===== src/rtl/assert_macros.svh =====
// Assertion macros shared by the RTL of the delimited text field parser.
// Define ASSERT_OFF to compile the checks out.
`ifndef ASSERT_MACROS_SVH
`define ASSERT_MACROS_SVH

`ifndef ASSERT_OFF
`define ASSERT_HOLDS(label, clk, rst, prop) \
  label: assert property (@(posedge clk) disable iff (rst) (prop)) \
    else $error("assertion failed");
`define ASSERT_IMPLIES(label, clk, rst, ante, cons) \
  label: assert property (@(posedge clk) disable iff (rst) (ante) |-> (cons)) \
    else $error("assertion failed");
`define ASSERT_NEXT(label, clk, rst, ante, cons) \
  label: assert property (@(posedge clk) disable iff (rst) (ante) |=> (cons)) \
    else $error("assertion failed");
`else
`define ASSERT_HOLDS(label, clk, rst, prop)
`define ASSERT_IMPLIES(label, clk, rst, ante, cons)
`define ASSERT_NEXT(label, clk, rst, ante, cons)
`endif

`endif


===== src/rtl/dtfp_pkg.sv =====
// Types, codes and helpers of the delimited text field parser.
// No dependencies; used by the interfaces, the engine and the top level.
`default_nettype none

package dtfp_pkg;

  localparam int CHAR_W      = 16;
  localparam int LEN_W       = 13;
  localparam int LIMIT_W     = 16;
  localparam int CFG_IDX_W   = 4;
  localparam int MAX_EVENTS  = 4;
  localparam int EV_CNT_W    = 3;
  localparam int EV_IDX_W    = 2;

  localparam logic [CHAR_W-1:0]  CH_QUOTE       = 16'h0022;
  localparam logic [CHAR_W-1:0]  CH_CR          = 16'h000D;
  localparam logic [CHAR_W-1:0]  CH_LF          = 16'h000A;
  localparam logic [CHAR_W-1:0]  CH_TAB         = 16'h0009;
  localparam logic [LEN_W-1:0]   CELL_LEN_RESET = 13'd4096;
  localparam logic [LIMIT_W-1:0] LIMIT_RESET    = 16'hFFFF;

  localparam logic [CFG_IDX_W-1:0] CFG_DELIMITER = 4'd0;
  localparam logic [CFG_IDX_W-1:0] CFG_CELL_LEN  = 4'd1;
  localparam logic [CFG_IDX_W-1:0] CFG_MAX_CELLS = 4'd2;
  localparam logic [CFG_IDX_W-1:0] CFG_MAX_ROWS  = 4'd3;

  typedef enum logic [1:0] {
    EV_CHAR  = 2'd0,
    EV_FIELD = 2'd1,
    EV_ROW   = 2'd2,
    EV_DONE  = 2'd3
  } ev_kind_t;

  typedef enum logic [1:0] {
    STOP_RUN = 2'd0,
    STOP_EOT = 2'd1,
    STOP_CR  = 2'd2
  } stop_mode_t;

  typedef struct packed {
    ev_kind_t            kind;
    logic [CHAR_W-1:0]   ch;
    logic                truncated;
    logic [LIMIT_W-1:0]  row_count;
  } evt_t;

  typedef struct packed {
    evt_t [MAX_EVENTS-1:0] ev;
    logic [EV_CNT_W-1:0]   count;
  } batch_t;

  typedef struct packed {
    logic [CHAR_W-1:0]  delimiter_char;
    logic [LEN_W-1:0]   max_cell_length;
    logic [LIMIT_W-1:0] max_cells;
    logic [LIMIT_W-1:0] max_rows;
  } cfg_t;

  function automatic batch_t push_evt(batch_t b, ev_kind_t k, logic [CHAR_W-1:0] c,
                                      logic tr, logic [LIMIT_W-1:0] rc);
    batch_t r;
    r = b;
    if (b.count < EV_CNT_W'(MAX_EVENTS)) begin
      r.ev[b.count[EV_IDX_W-1:0]].kind      = k;
      r.ev[b.count[EV_IDX_W-1:0]].ch        = c;
      r.ev[b.count[EV_IDX_W-1:0]].truncated = tr;
      r.ev[b.count[EV_IDX_W-1:0]].row_count = rc;
      r.count = b.count + 1'b1;
    end
    return r;
  endfunction

endpackage

`default_nettype wire


===== src/rtl/dtfp_if.sv =====
// Channel interfaces of the delimited text field parser: characters in,
// events out, register writes. Depends on dtfp_pkg.
`default_nettype none

interface dtfp_char_if import dtfp_pkg::*; ();
  logic              valid;
  logic              ready;
  logic [CHAR_W-1:0] char_code;
  logic              end_of_text;

  modport source (output valid, char_code, end_of_text, input ready);
  modport sink   (input valid, char_code, end_of_text, output ready);
endinterface

interface dtfp_event_if import dtfp_pkg::*; ();
  logic               valid;
  logic               ready;
  logic [1:0]         event_kind;
  logic [CHAR_W-1:0]  char_out;
  logic               truncated;
  logic [LIMIT_W-1:0] row_count;
  logic               last_of_run;

  modport source (output valid, event_kind, char_out, truncated, row_count, last_of_run,
                  input ready);
  modport sink   (input valid, event_kind, char_out, truncated, row_count, last_of_run,
                  output ready);
endinterface

interface dtfp_cfg_if import dtfp_pkg::*; ();
  logic                 valid;
  logic                 ready;
  logic [CFG_IDX_W-1:0] index;
  logic [LIMIT_W-1:0]   data;

  modport source (output valid, index, data, input ready);
  modport sink   (input valid, index, data, output ready);
endinterface

`default_nettype wire


===== src/rtl/dtfp_engine.sv =====
// Parse state and per-character step logic: one accepted character yields
// the next state and a batch of up to four events. Depends on dtfp_pkg.
`default_nettype none

module dtfp_engine import dtfp_pkg::*; #(
  parameter int COUNT_WIDTH = 16
) (
  input  logic              clk,
  input  logic              rst,
  input  logic              accept,
  input  logic [CHAR_W-1:0] ch,
  input  logic              eot,
  input  cfg_t              cfg,
  output batch_t            batch
);

  localparam int CMP_W = (COUNT_WIDTH > LIMIT_W) ? COUNT_WIDTH : LIMIT_W;

  logic                   in_quotes, in_quotes_next;
  logic                   quote_pending, quote_pending_next;
  logic                   cr_pending, cr_pending_next;
  stop_mode_t             stop_mode, stop_mode_next;
  logic [LEN_W-1:0]       field_length, field_length_next;
  logic [COUNT_WIDTH-1:0] row_field_count, row_field_count_next;
  logic [COUNT_WIDTH-1:0] total_cells, total_cells_next;
  logic [COUNT_WIDTH-1:0] rows_done, rows_done_next;
  logic                   trunc_flag, trunc_flag_next;
  logic                   skip, stopped;

  function automatic logic [COUNT_WIDTH-1:0] sat_inc(logic [COUNT_WIDTH-1:0] v);
    return (&v) ? v : v + 1'b1;
  endfunction

  always_comb begin
    in_quotes_next       = in_quotes;
    quote_pending_next   = quote_pending;
    cr_pending_next      = cr_pending;
    stop_mode_next       = stop_mode;
    field_length_next    = field_length;
    row_field_count_next = row_field_count;
    total_cells_next     = total_cells;
    rows_done_next       = rows_done;
    trunc_flag_next      = trunc_flag;
    batch                = '0;
    skip                 = 1'b0;
    stopped              = 1'b0;

    if (accept) begin
      unique case (stop_mode)
        STOP_EOT: begin
        end
        STOP_CR: begin
          if (!(ch == CH_LF && eot)) trunc_flag_next = 1'b1;
          batch = push_evt(batch, EV_DONE, '0, trunc_flag_next,
                           LIMIT_W'(rows_done_next));
          stop_mode_next = STOP_EOT;
        end
        default: begin
          if (cr_pending) begin
            cr_pending_next = 1'b0;
            if (ch == CH_LF) skip = 1'b1;
          end
          if (quote_pending) begin
            quote_pending_next = 1'b0;
            if (ch == CH_QUOTE) begin
              if (field_length_next < cfg.max_cell_length) begin
                batch = push_evt(batch, EV_CHAR, CH_QUOTE, 1'b0, '0);
                field_length_next = field_length_next + 1'b1;
              end else begin
                trunc_flag_next = 1'b1;
              end
              in_quotes_next = 1'b1;
              skip = 1'b1;
            end
          end
          if (!skip) begin
            priority if (in_quotes_next) begin
              if (ch == CH_QUOTE) begin
                in_quotes_next     = 1'b0;
                quote_pending_next = 1'b1;
              end else if (field_length_next < cfg.max_cell_length) begin
                batch = push_evt(batch, EV_CHAR, ch, 1'b0, '0);
                field_length_next = field_length_next + 1'b1;
              end else begin
                trunc_flag_next = 1'b1;
              end
            end else if (ch == CH_QUOTE && field_length_next == '0) begin
              in_quotes_next = 1'b1;
            end else if (ch == cfg.delimiter_char) begin
              batch = push_evt(batch, EV_FIELD, '0, 1'b0, '0);
              field_length_next    = '0;
              row_field_count_next = sat_inc(row_field_count_next);
              total_cells_next     = sat_inc(total_cells_next);
              if (CMP_W'(total_cells_next) >= CMP_W'(cfg.max_cells)) begin
                trunc_flag_next = 1'b1;
                batch = push_evt(batch, EV_ROW, '0, 1'b0, '0);
                row_field_count_next = '0;
                rows_done_next       = sat_inc(rows_done_next);
                batch = push_evt(batch, EV_DONE, '0, trunc_flag_next,
                                 LIMIT_W'(rows_done_next));
                stopped = 1'b1;
              end
            end else if (ch != CH_CR && ch != CH_LF) begin
              if (field_length_next < cfg.max_cell_length) begin
                batch = push_evt(batch, EV_CHAR, ch, 1'b0, '0);
                field_length_next = field_length_next + 1'b1;
              end else begin
                trunc_flag_next = 1'b1;
              end
            end else begin
              batch = push_evt(batch, EV_FIELD, '0, 1'b0, '0);
              field_length_next = '0;
              total_cells_next  = sat_inc(total_cells_next);
              batch = push_evt(batch, EV_ROW, '0, 1'b0, '0);
              row_field_count_next = '0;
              rows_done_next       = sat_inc(rows_done_next);
              if (ch == CH_CR) cr_pending_next = 1'b1;
              if (CMP_W'(rows_done_next) >= CMP_W'(cfg.max_rows) ||
                  CMP_W'(total_cells_next) >= CMP_W'(cfg.max_cells)) begin
                stopped = 1'b1;
                priority if (eot) begin
                  batch = push_evt(batch, EV_DONE, '0, trunc_flag_next,
                                   LIMIT_W'(rows_done_next));
                end else if (ch == CH_LF) begin
                  trunc_flag_next = 1'b1;
                  batch = push_evt(batch, EV_DONE, '0, trunc_flag_next,
                                   LIMIT_W'(rows_done_next));
                end else begin
                  stop_mode_next = STOP_CR;
                end
              end
            end
          end
          if (!stopped && eot) begin
            if (field_length_next != '0 || row_field_count_next != '0) begin
              batch = push_evt(batch, EV_FIELD, '0, 1'b0, '0);
              field_length_next    = '0;
              total_cells_next     = sat_inc(total_cells_next);
              batch = push_evt(batch, EV_ROW, '0, 1'b0, '0);
              row_field_count_next = '0;
              rows_done_next       = sat_inc(rows_done_next);
            end
            batch = push_evt(batch, EV_DONE, '0, trunc_flag_next,
                             LIMIT_W'(rows_done_next));
          end
          if (stopped && stop_mode_next != STOP_CR) stop_mode_next = STOP_EOT;
        end
      endcase

      if (eot) begin
        in_quotes_next       = 1'b0;
        quote_pending_next   = 1'b0;
        cr_pending_next      = 1'b0;
        stop_mode_next       = STOP_RUN;
        field_length_next    = '0;
        row_field_count_next = '0;
        total_cells_next     = '0;
        rows_done_next       = '0;
        trunc_flag_next      = 1'b0;
      end
    end
  end

  always_ff @(posedge clk) begin
    if (rst) begin
      in_quotes       <= 1'b0;
      quote_pending   <= 1'b0;
      cr_pending      <= 1'b0;
      stop_mode       <= STOP_RUN;
      field_length    <= '0;
      row_field_count <= '0;
      total_cells     <= '0;
      rows_done       <= '0;
      trunc_flag      <= 1'b0;
    end else begin
      in_quotes       <= in_quotes_next;
      quote_pending   <= quote_pending_next;
      cr_pending      <= cr_pending_next;
      stop_mode       <= stop_mode_next;
      field_length    <= field_length_next;
      row_field_count <= row_field_count_next;
      total_cells     <= total_cells_next;
      rows_done       <= rows_done_next;
      trunc_flag      <= trunc_flag_next;
    end
  end

endmodule

`default_nettype wire


===== src/rtl/delimited_text_field_parser_core.sv =====
// Top level of the delimited text field parser: register file, parse engine
// and the two-batch event buffer. Depends on dtfp_pkg, the dtfp interfaces,
// dtfp_engine and assert_macros.svh.
//
// One character is taken per cycle while the event buffer has room. Each
// character is parsed in the cycle it is accepted and leaves between zero and
// four events (character, field end, row end, done); its events are held as
// one batch in a staging register and then drained through the output
// register, one event beat per cycle while events.ready is high, the last one
// marked by last_of_run. Throughput is one character per cycle while characters
// yield at most one event each and the output is not stalled; a character with
// n events holds the output for n beats. A character with no events still waits
// while the staging register is full and the output is not on its last beat.
// Register writes are taken every cycle and must only happen while the
// parser is idle.
`default_nettype none
`include "assert_macros.svh"

module delimited_text_field_parser_core import dtfp_pkg::*; #(
  parameter int COUNT_WIDTH = 16
) (
  input  logic        clk,
  input  logic        rst,
  dtfp_char_if.sink   chars,
  dtfp_event_if.source events,
  dtfp_cfg_if.sink    cfg
);

  cfg_t                cfg_regs;
  batch_t              step_batch;
  batch_t              stage;
  logic                stage_valid;
  batch_t              out_batch;
  logic                out_valid;
  logic [EV_IDX_W-1:0] out_idx;
  logic                in_beat;
  logic                out_beat;
  logic                out_is_last;
  logic                out_last;
  logic                out_load;

  assign cfg.ready = 1'b1;

  always_ff @(posedge clk) begin
    if (rst) begin
      cfg_regs.delimiter_char  <= CH_TAB;
      cfg_regs.max_cell_length <= CELL_LEN_RESET;
      cfg_regs.max_cells       <= LIMIT_RESET;
      cfg_regs.max_rows        <= LIMIT_RESET;
    end else if (cfg.valid) begin
      unique case (cfg.index)
        CFG_DELIMITER: cfg_regs.delimiter_char  <= cfg.data;
        CFG_CELL_LEN:  cfg_regs.max_cell_length <= cfg.data[LEN_W-1:0];
        CFG_MAX_CELLS: cfg_regs.max_cells       <= cfg.data;
        CFG_MAX_ROWS:  cfg_regs.max_rows        <= cfg.data;
        default: begin
        end
      endcase
    end
  end

  dtfp_engine #(
    .COUNT_WIDTH(COUNT_WIDTH)
  ) u_engine (
    .clk    (clk),
    .rst    (rst),
    .accept (in_beat),
    .ch     (chars.char_code),
    .eot    (chars.end_of_text),
    .cfg    (cfg_regs),
    .batch  (step_batch)
  );

  assign out_is_last = (EV_CNT_W'(out_idx) + 1'b1) == out_batch.count;
  assign out_beat    = events.valid && events.ready;
  assign out_last    = out_beat && out_is_last;
  assign out_load    = stage_valid && (!out_valid || out_last);
  assign chars.ready = !stage_valid || out_load;
  assign in_beat     = chars.valid && chars.ready;

  always_ff @(posedge clk) begin
    if (rst) begin
      stage_valid <= 1'b0;
    end else if (in_beat && step_batch.count != '0) begin
      stage_valid <= 1'b1;
    end else if (out_load) begin
      stage_valid <= 1'b0;
    end
  end

  always_ff @(posedge clk) begin
    if (in_beat && step_batch.count != '0) begin
      stage <= step_batch;
    end
  end

  always_ff @(posedge clk) begin
    if (rst) begin
      out_valid <= 1'b0;
      out_idx   <= '0;
    end else if (out_load) begin
      out_valid <= 1'b1;
      out_idx   <= '0;
    end else if (out_last) begin
      out_valid <= 1'b0;
    end else if (out_beat) begin
      out_idx <= out_idx + 1'b1;
    end
  end

  always_ff @(posedge clk) begin
    if (out_load) begin
      out_batch <= stage;
    end
  end

  assign events.valid       = out_valid;
  assign events.event_kind  = out_batch.ev[out_idx].kind;
  assign events.char_out    = out_batch.ev[out_idx].ch;
  assign events.truncated   = out_batch.ev[out_idx].truncated;
  assign events.row_count   = out_batch.ev[out_idx].row_count;
  assign events.last_of_run = out_is_last;

  `ASSERT_IMPLIES(a_out_batch_nonempty, clk, rst, out_valid, out_batch.count != '0)
  `ASSERT_IMPLIES(a_out_idx_in_range, clk, rst, out_valid,
                  EV_CNT_W'(out_idx) < out_batch.count)
  `ASSERT_NEXT(a_drain_empties, clk, rst, out_last && !stage_valid, !out_valid)
  `ASSERT_NEXT(a_stage_moves, clk, rst, out_load && !(in_beat && step_batch.count != '0),
               !stage_valid && out_valid)

endmodule

`default_nettype wire


===== src/flat_wrapper.sv =====
// flat-port wrapper written by rule: the top's interface ports become plain ports
module delimited_text_field_parser_core_flat import dtfp_pkg::*;
#(
  parameter int COUNT_WIDTH = 16
)
  (clk, rst, chars_valid, chars_char_code, chars_end_of_text, chars_ready, events_valid, events_event_kind, events_char_out, events_truncated, events_row_count, events_last_of_run, events_ready, cfg_valid, cfg_index, cfg_data, cfg_ready);
  dtfp_char_if chars_i ();
  dtfp_event_if events_i ();
  dtfp_cfg_if cfg_i ();
  input  logic clk;
  input  logic rst;
  input wire logic [$bits(chars_i.valid)-1:0] chars_valid;
  input wire logic [$bits(chars_i.char_code)-1:0] chars_char_code;
  input wire logic [$bits(chars_i.end_of_text)-1:0] chars_end_of_text;
  output wire logic [$bits(chars_i.ready)-1:0] chars_ready;
  output wire logic [$bits(events_i.valid)-1:0] events_valid;
  output wire logic [$bits(events_i.event_kind)-1:0] events_event_kind;
  output wire logic [$bits(events_i.char_out)-1:0] events_char_out;
  output wire logic [$bits(events_i.truncated)-1:0] events_truncated;
  output wire logic [$bits(events_i.row_count)-1:0] events_row_count;
  output wire logic [$bits(events_i.last_of_run)-1:0] events_last_of_run;
  input wire logic [$bits(events_i.ready)-1:0] events_ready;
  input wire logic [$bits(cfg_i.valid)-1:0] cfg_valid;
  input wire logic [$bits(cfg_i.index)-1:0] cfg_index;
  input wire logic [$bits(cfg_i.data)-1:0] cfg_data;
  output wire logic [$bits(cfg_i.ready)-1:0] cfg_ready;
  assign chars_i.valid = chars_valid;
  assign chars_i.char_code = chars_char_code;
  assign chars_i.end_of_text = chars_end_of_text;
  assign chars_ready = chars_i.ready;
  assign events_valid = events_i.valid;
  assign events_event_kind = events_i.event_kind;
  assign events_char_out = events_i.char_out;
  assign events_truncated = events_i.truncated;
  assign events_row_count = events_i.row_count;
  assign events_last_of_run = events_i.last_of_run;
  assign events_i.ready = events_ready;
  assign cfg_i.valid = cfg_valid;
  assign cfg_i.index = cfg_index;
  assign cfg_i.data = cfg_data;
  assign cfg_ready = cfg_i.ready;
  delimited_text_field_parser_core #(.COUNT_WIDTH(COUNT_WIDTH)) u_core (.clk(clk), .rst(rst), .chars(chars_i), .events(events_i), .cfg(cfg_i));
endmodule

===== config.mk =====
export PLATFORM = sky130hd
export DESIGN_NAME = delimited_text_field_parser_core_flat
export DESIGN_NICKNAME = d
export VERILOG_FILES = /design/src/rtl/dtfp_pkg.sv /design/src/rtl/dtfp_if.sv /design/src/rtl/dtfp_engine.sv /design/src/rtl/delimited_text_field_parser_core.sv /design/src/flat_wrapper.sv
export VERILOG_INCLUDE_DIRS = /design/src /design/src/rtl
export SDC_FILE = /design/constraint.sdc
export NUM_CORES = 1
export LEC_CHECK = 0
export BUFFER_PORTS_ARGS = -buffer_cell sky130_fd_sc_hd__clkbuf_2
export CORE_MARGIN = 2
export CORE_UTILIZATION = 40
export CTS_CLUSTER_DIAMETER = 40
export DETAILED_ROUTE_END_ITERATION = 10
export GPL_ROUTABILITY_DRIVEN = 0
export PLACE_DENSITY = 0.53
export SLEW_MARGIN = 20
export SYNTH_ARGS = -nofsm -noshare
export SYNTH_HDL_FRONTEND = slang
export SYNTH_HIERARCHICAL = 1
export SYNTH_SLANG_ARGS = --single-unit

===== constraint.sdc =====
create_clock -name clk -period 19.9 [get_ports clk]
set_input_delay 3.98 -clock clk [delete_from_list [all_inputs] [get_ports clk]]
set_output_delay 3.98 -clock clk [all_outputs]
set_load 0.02 [all_outputs]

# After elaboration in Yosys (flattened, before gate mapping)
# Index checks and enable logic that the tools add are counted.
# totals
word_cells	465
register_bits	418
in_bits	42
# classes
n_reduce_logical	46
magnitude_cmp	29
n_eq_ne	15
n_bitwise	1
muxes	307
n_addsub	17
# op_table
operator	n
143-bit two-way mux	61
140-bit bitwise mux	38
35-bit demux with 2-bit select	32
16-bit two-way mux	51
35-bit two-way mux	9
143-bit case mux with 2 select lines	1
33-bit two-way mux	8
13-bit two-way mux	18
17-bit two-way mux	8
16-bit by 1-bit adder with 16-bit output, second input constant	5
16-bit AND reduction	5
26-bit two-way mux	3
35-bit binary-select mux with 2-bit select	1
1-bit two-way mux	62
16-bit by 4-bit equality test with 1-bit output, second input constant	2
16-bit >= comparator	2
16-bit by 4-bit != test with 1-bit output, second input constant	2
2-bit by 3-bit < comparator with 1-bit output, second input constant	9
13-bit by 1-bit adder with 13-bit output, second input constant	2
13-bit < comparator	2
3-bit by 1-bit adder with 3-bit output, second input constant	8
3-bit < comparator, second input constant	8
2-bit two-way mux	12
1-bit logical AND	18
26 further kinds	48

# Longest topological paths before layout
# Gate-level depths: netlist of run 1.
# depth
ltp_word	100
mapped_depth	38

# By module
# Netlist of run 1, hierarchy kept.
# by_module_without_submodules
module	area_each_um2	seq_area_each_um2	n_inst	cells_each
delimited_text_field_parser_core	11947.7	9889.5	1	595
dtfp_engine	10053.4	1341.3	1	1485

# Worst setup path before layout of run 1
# No wires, ideal clock.
# synth_path
path_kind	input to register
from	input port chars_char_code[4]
to	register u_core/stage[0] in the netlist's numbering (enable)
n_path_buf	1
t_arrival_ps	17264
setup_slack_ps	1905
path_stages	29
required_ps	19169
setup_ps	731
cell_sequence	nor4_4 nand4_2 nor4_4 nand4_1 xnor2_1 ha_1 and3_1 a221o_1 a221oi_1 nand3_1 o31ai_1 clkbuf_1 ha_1 nor2_1 a21oi_1 mux2i_1 o21ai_0 inv_1 ha_1 mux2i_1 ha_1 o211ai_1 o21ai_0 mux2_2 ha_1 o211ai_1 a31oi_1 o31ai_1 a31oi_1
# synth_lines
item	line_no	text
start: declaration	flat_wrapper.sv:13	input wire logic [$bits(chars_i.char_code)-1:0] chars_char_code;
end signal: assignment	delimited_text_field_parser_core.sv:93	stage <= step_batch;
end: declaration	delimited_text_field_parser_core.sv:31	batch_t stage;

==> flow_metrics.env, run 1 <==
export IMPL_route_detailed_drc=0
export IMPL_timing_critical_path_buf_inv=4
export IMPL_htreeDepth=3
export IMPL_synth_edf_count=286
export IMPL_ys_seq_area_share_pct=51.05
export IMPL_cts_tree="done"
export IMPL_crit_family="simple AND/OR/NAND/NOR gates"
export IMPL_power_total_w=0.002272
export IMPL_fin_nets=2270
export IMPL_die_area_um2=56890
export IMPL_cp_start_kind="input port"
export IMPL_drt_pass1_iter_count=5
export IMPL_cp_max_fo=63
export IMPL_critPathKind="in2reg"
export IMPL_antenna_found_initial=1
export IMPL_synthFlopType="edfxtp_1"
export IMPL_ctsRootBufferMaster="clkbuf_16"
export IMPL_grt_pass1_vias=16020
export IMPL_num_rows=85
export IMPL_hold_class="reg2reg"
export IMPL_clock_latency_ps=610
export IMPL_grt_overflow=0
export IMPL_cts_clk_slew_worst_paths_ps=60
export IMPL_die_h_um=238.5
export IMPL_report_final_slew_viol_count=0
export IMPL_fillers=4968
export IMPL_hpwlAfterDp_um=41060
export IMPL_maxCapViolations=0
export IMPL_initial_core_util_pct=40.64
export IMPL_drtIter0Drc=1133
export IMPL_cts_made_buffers=69
export IMPL_fin_tns_setup_ps=0
export IMPL_dr_total_vias=15920
export IMPL_port_buffers=79
export IMPL_track_usage_pct=20.61
export IMPL_synth_warnings=6
export IMPL_worst_ep_required_time_ps=20110
export IMPL_rsz0062_at_grt="no"
export IMPL_coreArea_um2=54130
export IMPL_io_pins=81
export IMPL_synth_avg_cell_area_um2=10.58
export IMPL_synth_async_reset_ratio_pct=0
export IMPL_grt_pass1_wl_um=90890
export IMPL_max_stage_delay_ps=880
export IMPL_p_per_area_nw_per_um2=90.49
export IMPL_period_needed_ps=12770
export IMPL_p_leak_nw=9.530
export IMPL_worstMarginPinSlew_ps=947.9
export IMPL_syn_area_um2=22000
export IMPL_drive_above_1_share_pct=14.28
export IMPL_grt_max_degree=82
export IMPL_avgViaCountPerCell=5.511
export IMPL_wl_per_cell_um=20.03
export IMPL_syn2layout_area_growth_pct=14.12
export IMPL_post_cts_buffers=0
export IMPL_finalHoldViolCount=0
export IMPL_fin_crit_sh_pct=64.18
export IMPL_clock_path_buffers=3
export IMPL_ant_nets=0
export IMPL_die_w_um=238.5
export IMPL_fmax_ghz=0.07830
export IMPL_yosysUniqueCellTypes=99
export IMPL_slowest_stage="and4bb_2"
export IMPL_setup_viol=0
export IMPL_status="completed"
export IMPL_hold_buffers=0
export IMPL_endpoint_kind="flop"
export IMPL_slew_headroom_pct=36.00
export IMPL_finalClockSkew_ps=34.52
export IMPL_wirelength_um=57860
export IMPL_cts_resized=0
export IMPL_synth_seq_cells=418
export IMPL_cp_arrival_ps=12980
export IMPL_postSynthCellCount=2080
export IMPL_vdd_drop_max_v=0.00006018
export IMPL_clkSinkCount=418
## report_power, final
group          internal [W]  switching [W]
Clock              0.000729       0.000453
Sequential         0.000973      0.0000110
Combinational     0.0000308      0.0000750
## cell type report
type	instances	area, µm²	area share, %
antenna	1	2.502	0.009967
clock buffer	77	1777	7.077
clock inverter	47	565.5	2.253
inverter	86	322.8	1.286
multi-input combinational	1463	9772	38.92
sequential	418	11230	44.74
tap	696	870.8	3.469
timing repair buffer	101	563.0	2.243
## worst paths after layout
kind / startpoint / end / slack [ps] / cells past startpoint
min reg2reg: u_core/stage[80] / u_core/out_batch[80] / 410 / 0
min: u_core/stage[80] / u_core/out_batch[80] / 410 / 0
max: chars_char_code[9] / u_core/stage[81] / 7130 / 28
max reg2reg: u_core/u_engine/field_length[4] / u_core/stage[81] / 9830 / 28
## placed cells by master, fill, tap and decap left out, types with 61 or more instances in the layout
| master | netlist | layout |
|---|---|---|
| o21ai_0 | 83 | 83 |
| clkbuf_2 | 2 | 78 |
| nand2_1 | 199 | 199 |
| edfxtp_1 | 286 | 286 |
| nand3_1 | 61 | 61 |
| a21oi_1 | 99 | 99 |
| ha_1 | 89 | 89 |
| dfxtp_1 | 132 | 130 |
| nor2_1 | 229 | 227 |
| clkbuf_16 | 0 | 69 |
| inv_1 | 84 | 84 |
## Yosys cell counts (all sizes together), types with 14 or more instances
cell type	number	area (µm²)
or3	16	100.1
o21ai	92	460.4
a22oi	39	292.8
nand2b	14	87.58
ha	89	1114
nand2	199	747.0
and3	22	138.9
xor2	50	445.4
edfxtp	286	8588
nand3b	39	292.8
inv	85	319.1
a31oi	18	118.9
and2	30	188.9
nand4	25	162.6
clkbuf	77	291.5
nor3	44	220.2
o31ai	20	155.1
nand3	62	315.3
a21oi	100	504.2
nor2	231	872.1
o211ai	16	130.1
xnor2	34	305.3
a21o	17	127.6
a211oi	25	227.7
buf	81	574.3
nor4	23	195.2
mux2i	40	400.4
mux4	35	788.3
dfxtp	132	2643
## through the flow
stage	util (%)	area (µm²)	instances	hold WS (ps)	setup WS, ps
after global routing	46.38	25110	2889	418.3	6281
after detailed placement	42.05	22760	2764	404.5	6644
after global placement	42.05	22760	2764	400.5	6806
after floorplan	-	22180	2127	400.3	1905
final	46.38	25110	2889	408.3	7128
after CTS	46.37	25100	2888	408.1	7230
## state kept, by name, summed over array words and instances, names as in the netlist
register,cells
u_core/stage_valid,1
u_core/u_engine/total_cells,16
u_core/out_batch,143
u_core/u_engine/row_field_count,16
u_core/events.valid,1
u_core/u_engine/cr_pending,1
u_core/stage,143
u_core/cfg_regs,61
u_core/u_engine/stop_mode,2
u_core/u_engine/trunc_flag,1
u_core/u_engine/quote_pending,1
u_core/u_engine/rows_done,16
u_core/u_engine/field_length,13
u_core/out_idx,2
u_core/u_engine/in_quotes,1
## metal layers
| metal | vias to the layer above | global-route usage [%] | wire length, µm |
|---|---|---|---|
| li1 | 7669 | - | - |
| met1 | 7718 | 26.98 | 25710 |
| met2 | 425 | 33.62 | 27230 |
| met3 | 109 | 3.233 | 2725 |
| met4 | 0 | 9.640 | 2192 |
| met5 | - | 0 | 0 |
## kinds of logic (layout without fill, tap and decap cells)
kind of cell	after synthesis	after routing	synth area share, %
buf+inv	246	311	5.499
other cells	2	50	0.03413
xor+xnor	84	84	3.412
compound gates	396	396	11.90
flops	418	418	51.05
simple gates	762	762	17.22
fa+ha+maj	89	89	5.061
mux	83	83	5.829
## worst reg2reg max path, delay by kind of cell (launching register included)
| family | cells | cell delay [ps] |
|---|---|---|
| AO/OA/AOI/OAI | 10 | 2710 |
| flip-flops | 1 | 520 |
| buffers and inverters | 3 | 1110 |
| XOR/XNOR | 1 | 510 |
| adder cells (fa/ha/maj) | 3 | 900 |
| multiplexers | 1 | 490 |
| AND/OR/NAND/NOR | 10 | 3370 |
Note: power is estimated with default switching activity, not from simulation.
==> run 2: changes to the inputs <==
clock period = 13.27 ns   (was 19.9 ns; I/O delays follow)
==> run 2 against run 1 <==
Setup slack got worse by 4500 ps. Total power increased by 57%. Non-clock buffer count increased by 1. Die area unchanged. Clock power increased by 63%. Largest cell class unchanged.
==> flow_metrics.env, run 2 (synthesized netlist as in run 1, its figures left out) <==
export IMPL_status="completed"
export IMPL_cts_tree="done"
export IMPL_grt_pass1_wl_um=91460
export IMPL_cp_arrival_ps=10900
export IMPL_fin_crit_sh_pct=80.44
export IMPL_fin_nets=2275
export IMPL_reg_top3="u_core/out_batch (143), u_core/stage (143), u_core/cfg_regs (61)"
export IMPL_report_final_slew_viol_count=0
export IMPL_fin_cells=2900
export IMPL_drtIter0Drc=1180
export IMPL_cts_resized=0
export IMPL_htreeDepth=3
export IMPL_endpoint_kind="flop"
export IMPL_maxCapViolations=0
export IMPL_syn2layout_area_growth_pct=15.22
export IMPL_grt_pass1_vias=15640
export IMPL_drt_pass1_iter_count=5
export IMPL_dr_total_vias=16060
export IMPL_p_per_area_nw_per_um2=140.3
export IMPL_cp_max_fo=61
export IMPL_critPathKind="in2reg"
export IMPL_initial_core_util_pct=40.64
export IMPL_fmax_ghz=0.09369
export IMPL_finalClockSkew_ps=39.68
export IMPL_vdd_drop_max_v=0.00009516
export IMPL_p_leak_nw=9.651
export IMPL_die_w_um=238.5
export IMPL_coreArea_um2=54130
export IMPL_wl_per_cell_um=19.89
export IMPL_die_h_um=238.5
export IMPL_crit_top_cell="ha_1"
export IMPL_io_pins=81
export IMPL_port_buffers=79
export IMPL_worstMarginPinSlew_ps=1052
export IMPL_slowest_stage="buf_4"
export IMPL_die_area_um2=56890
export IMPL_final_common_cell="edfxtp_1"
export IMPL_finalHoldViolCount=0
export IMPL_grt_overflow=0
export IMPL_antenna_cells=0
export IMPL_rsz0062_at_grt="no"
export IMPL_antenna_found_initial=0
export IMPL_worst_ep_required_time_ps=13490
export IMPL_cts_made_buffers=73
export IMPL_clkSinkCount=418
export IMPL_avgViaCountPerCell=5.537
export IMPL_num_rows=85
export IMPL_route_detailed_drc=0
export IMPL_hpwlAfterDp_um=41070
export IMPL_grt_max_degree=81
export IMPL_cp_start_kind="input port"
export IMPL_timing_critical_path_buf_inv=5
export IMPL_hold_buffers=0
export IMPL_period_needed_ps=10670
export IMPL_final_cell_mix="edfxtp_1, nor2_1, nand2_1"
export IMPL_hold_class="reg2reg"
export IMPL_ctsRootBufferMaster="clkbuf_16"
export IMPL_crit_family="compound AO/OA/AOI/OAI gates"
export IMPL_fillers=4966
export IMPL_ant_nets=0
export IMPL_clock_path_buffers=3
export IMPL_drive_above_1_share_pct=14.52
export IMPL_fin_tns_setup_ps=0
export IMPL_track_usage_pct=20.71
export IMPL_clock_latency_ps=610
export IMPL_setup_viol=0
export IMPL_dp_cells=2765
export IMPL_post_cts_buffers=0
export IMPL_wirelength_um=57680
export IMPL_max_stage_delay_ps=610
export IMPL_slew_headroom_pct=29.30
export IMPL_cts_clk_slew_worst_paths_ps=60
run 2: cell types whose count changed in the layout (fill, tap and decap cells not counted), sizes merged:
| cell | change |
|---|---|
| diode | -1 |
| clkinvlp | -3 |
| inv | -2 |
| bufinv | +3 |
| clkinv | +6 |
| clkbuf | +7 |
| buf | +1 |
run 2: report_power, final:
part	switching, W	internal [W]
Clock	0.000697	0.00122
Combinational	0.000112	0.0000467
Sequential	0.0000167	0.00146
Total	0.000826	0.00273
run 2: cell type report:
class / count / area, µm² / area share [%]
sequential: 418 / 11230 / 44.31
timing repair buffer: 102 / 570.5 / 2.251
tap: 696 / 870.8 / 3.435
multi-input combinational: 1463 / 9772 / 38.55
clock inverter: 51 / 661.9 / 2.611
inverter: 86 / 322.8 / 1.273
clock buffer: 84 / 1919 / 7.571
run 2: path summary, 6_finish.rpt:
check | from | endpoint | slack (ps) | depth (start not counted)
max | chars_char_code[4] | u_core/stage[81] | 2600 | 32
min | u_core/stage[10] | u_core/out_batch[10] | 410 | 0
max reg2reg | u_core/u_engine/total_cells[0] | u_core/stage[81] | 3840 | 34
min reg2reg | u_core/stage[10] | u_core/out_batch[10] | 410 | 0
run 2: routing by layer:
| layer | track usage, % | vias to the layer above | share of wire, % |
|---|---|---|---|
| li1 | - | 7706 | - |
| met1 | 28.15 | 7821 | 45 |
| met2 | 33.08 | 422 | 46 |
| met3 | 3.314 | 108 | 4.3 |
| met4 | 8.466 | 0 | 3.8 |
| met5 | 0 | - | 0 |
run 2: metrics by stage:
| step | utilization [%] | hold slack [ps] | setup slack [ps] | total power (W) | instance area, µm² |
|---|---|---|---|---|---|
| 5_1_grt | 46.83 | 408.6 | 2047 | 0.003685 | 25350 |
| 3_3_place_gp | 42.06 | 400.8 | 2535 | 0.001658 | 22770 |
| 3_5_place_dp | 42.06 | 404.5 | 2113 | 0.001663 | 22770 |
| 6_report | 46.83 | 409.8 | 2596 | 0.003557 | 25350 |
| 4_1_cts | 46.83 | 410.3 | 2727 | 0.003601 | 25350 |
| 2_1_floorplan | - | 400.3 | 1520 | 0.001618 | 22190 |
==> run 3: changes to the inputs <==
ABC_AREA = 1   (was not set)
PLACE_DENSITY = 0.55   (was 0.53)
clock period = 9.8 ns   (was 13.27 ns; I/O delays follow)
==> run 3 against run 2 <==
The flow now finishes with violations (DRC). Cell count is 33% higher. Combinational power is 81% higher. Total power is 33% higher. Design area is 7.1% higher. Setup slack worse by 1300 ps. Clock skew is 4.8 ps lower. Non-clock buffer count is 1 lower. Critical endpoint is now u_core/stage[44].
==> flow_metrics.env, run 3 <==
export IMPL_wirelength_um=68570
export IMPL_report_final_slew_viol_count=0
export IMPL_slew_headroom_pct=40.44
export IMPL_grt_max_degree=103
export IMPL_wl_per_cell_um=17.76
export IMPL_grt_pass1_vias=19760
export IMPL_critPathKind="in2reg"
export IMPL_regArea_um2=11230
export IMPL_cts_clk_slew_worst_paths_ps=60
export IMPL_grt_overflow=0
export IMPL_fin_nets=3164
export IMPL_track_usage_pct=22.06
export IMPL_setup_viol=0
export IMPL_reg_top3="u_core/out_batch (143), u_core/stage (143), u_core/cfg_regs (61)"
export IMPL_postSynthCellCount=2973
export IMPL_clock_latency_ps=610
export IMPL_worst_ep_required_time_ps=10030
export IMPL_synth_avg_cell_area_um2=8.059
export IMPL_hpwlAfterDp_um=48570
export IMPL_power_share_switching_pct=23.99
export IMPL_drt_pass1_iter_count=11
export IMPL_fmax_ghz=0.1170
export IMPL_cp_start_kind="input port"
export IMPL_hold_class="reg2reg"
export IMPL_synthFlopType="edfxtp_1"
export IMPL_cp_arrival_ps=8770
export IMPL_fin_cells=3861
export IMPL_avgViaCountPerCell=5.261
export IMPL_crit_family="simple AND/OR/NAND/NOR gates"
export IMPL_drive_above_1_share_pct=10.75
export IMPL_clock_path_buffers=3
export IMPL_ys_top_cells_by_count="nand2_1, nor2_1, inv_1"
export IMPL_period_needed_ps=8544
export IMPL_status="complete, but fails checks"
export IMPL_drtIter0Drc=1772
export IMPL_cp_max_fo=102
export IMPL_synth_seq_cells=418
export IMPL_p_per_area_nw_per_um2=174.2
export IMPL_synth_top_area_share_pct=35.85
export IMPL_synth_edf_count=286
export IMPL_preCtsSetupSlack_ps=838.1
export IMPL_endpoint_kind="flop"
export IMPL_syn2layout_area_growth_pct=13.36
export IMPL_hold_buffers=0
export IMPL_die_h_um=248.7
export IMPL_ctsRootBufferMaster="clkbuf_16"
export IMPL_final_cell_mix="nand2_1, nor2_1, inv_1"
export IMPL_intPower_w=0.003597
export IMPL_port_buffers=79
export IMPL_fillers=5747
export IMPL_dp_cells=3734
export IMPL_place_area_um2=24770
export IMPL_finalClockSkew_ps=34.91
export IMPL_grt_pass1_wl_um=109200
export IMPL_synth_async_reset_ratio_pct=0
export IMPL_dr_total_vias=20310
export IMPL_synth_warnings=6
export IMPL_ys_seq_area_share_pct=46.88
export IMPL_cts_resized=0
export IMPL_cts_made_buffers=70
export IMPL_p_leak_nw=11.65
export IMPL_maxCapViolations=0
export IMPL_antenna_cells=0
export IMPL_fin_area_um2=27160
export IMPL_die_area_um2=61870
export IMPL_layout_setup_ws_ps=1256
export IMPL_num_rows=89
export IMPL_vdd_drop_max_v=0.0001871
export IMPL_io_pins=81
export IMPL_ant_nets=0
export IMPL_p_switching_w=0.001135
export IMPL_p_clk_share_pct=51.7
export IMPL_crit_top_cell="inv_1"
export IMPL_clkSinkCount=418
export IMPL_finalHoldViolCount=0
export IMPL_yosysTopAreaCell="edfxtp_1"
export IMPL_route_detailed_drc=1
export IMPL_fin_tns_setup_ps=0
export IMPL_max_stage_delay_ps=500
export IMPL_violations="DRC"
export IMPL_multi_input_area_um2=10740
export IMPL_timing_critical_path_buf_inv=10
export IMPL_cts_tree="done"
export IMPL_post_cts_buffers=0
export IMPL_yosysUniqueCellTypes=61
export IMPL_hold_slack_ps=405.8
export IMPL_slowest_stage="o21ai_0"
export IMPL_rsz0062_at_grt="no"
export IMPL_fin_crit_sh_pct=87.18
export IMPL_power_frac_comb_pct=6.1
export IMPL_antenna_found_initial=0
export IMPL_yosys_top_cells_area="edfxtp_1, nand2_1, dfxtp_1"
export IMPL_initial_core_util_pct=40.52
export IMPL_final_common_cell="nand2_1"
export IMPL_worstMarginPinSlew_ps=884.1
export IMPL_coreArea_um2=59130
export IMPL_synth_most_common_cell="nand2_1"
export IMPL_htreeDepth=3
export IMPL_power_frac_seq_pct=42.2
export IMPL_syn_area_um2=23960
export IMPL_die_w_um=248.7
==> run 3: cell type report <==
type	instances	area share [%]
clock buffer	84	6.943
clock inverter	43	1.866
inverter	329	4.602
multi-input combinational	2113	39.56
sequential	418	41.36
tap	773	3.561
timing repair buffer	101	2.110
==> run 3: cell families (layout without fill, tap and decap cells) <==
| logic type | Yosys count | in the layout | synth area share (%) |
|---|---|---|---|
| compound gates | 445 | 445 | 10.23 |
| flops | 418 | 418 | 46.88 |
| buf+inv | 489 | 557 | 9.077 |
| simple gates | 1481 | 1481 | 27.34 |
| xor+xnor | 49 | 49 | 1.791 |
| fa+ha+maj | 89 | 89 | 4.648 |
| other cells | 2 | 49 | 0.03135 |
==> run 3: layer usage <==
| metal | vias to the layer above | part of all wire, % | routed length [µm] | GRT usage [%] |
|---|---|---|---|---|
| met1 | 9516 | 43 | 29700 | 28.42 |
| met5 | - | 0 | 0 | 0 |
| li1 | 10010 | - | - | - |
| met2 | 643 | 47 | 32560 | 36.94 |
| met3 | 147 | 5.8 | 3987 | 4.044 |
| met4 | 0 | 3.4 | 2326 | 8.277 |
==> run 3: metrics by stage <==
step / total power [W] / util (%)
after CTS: 0.004787 / 45.93
final: 0.004732 / 45.93
after global placement: 0.002315 / 41.88
after global routing: 0.004900 / 45.93
after detailed placement: 0.002321 / 41.88
after floorplan: 0.002229 / -
==> run 3: path summary, 6_finish.rpt <==
kind	slack, ps	depth (start not counted)	from	to
max	1260	38	chars_char_code[12]	u_core/stage[44]
min	410	0	u_core/stage[103]	u_core/out_batch[103]
max reg2reg	1360	43	u_core/u_engine/total_cells[0]	u_core/stage[44]
min reg2reg	410	0	u_core/stage[103]	u_core/out_batch[103]
==> run 3: power by group through the flow <==
stage / registers, W / logic [W] / clock network, W
2_1_floorplan: 0.00203 / 0.000201 / 0
4_1_cts: 0.00200 / 0.000289 / 0.00250
5_1_grt: 0.00200 / 0.000318 / 0.00258
6_report: 0.00200 / 0.000287 / 0.00245
3_5_place_dp: 0.00203 / 0.000288 / 0
3_3_place_gp: 0.00203 / 0.000284 / 0
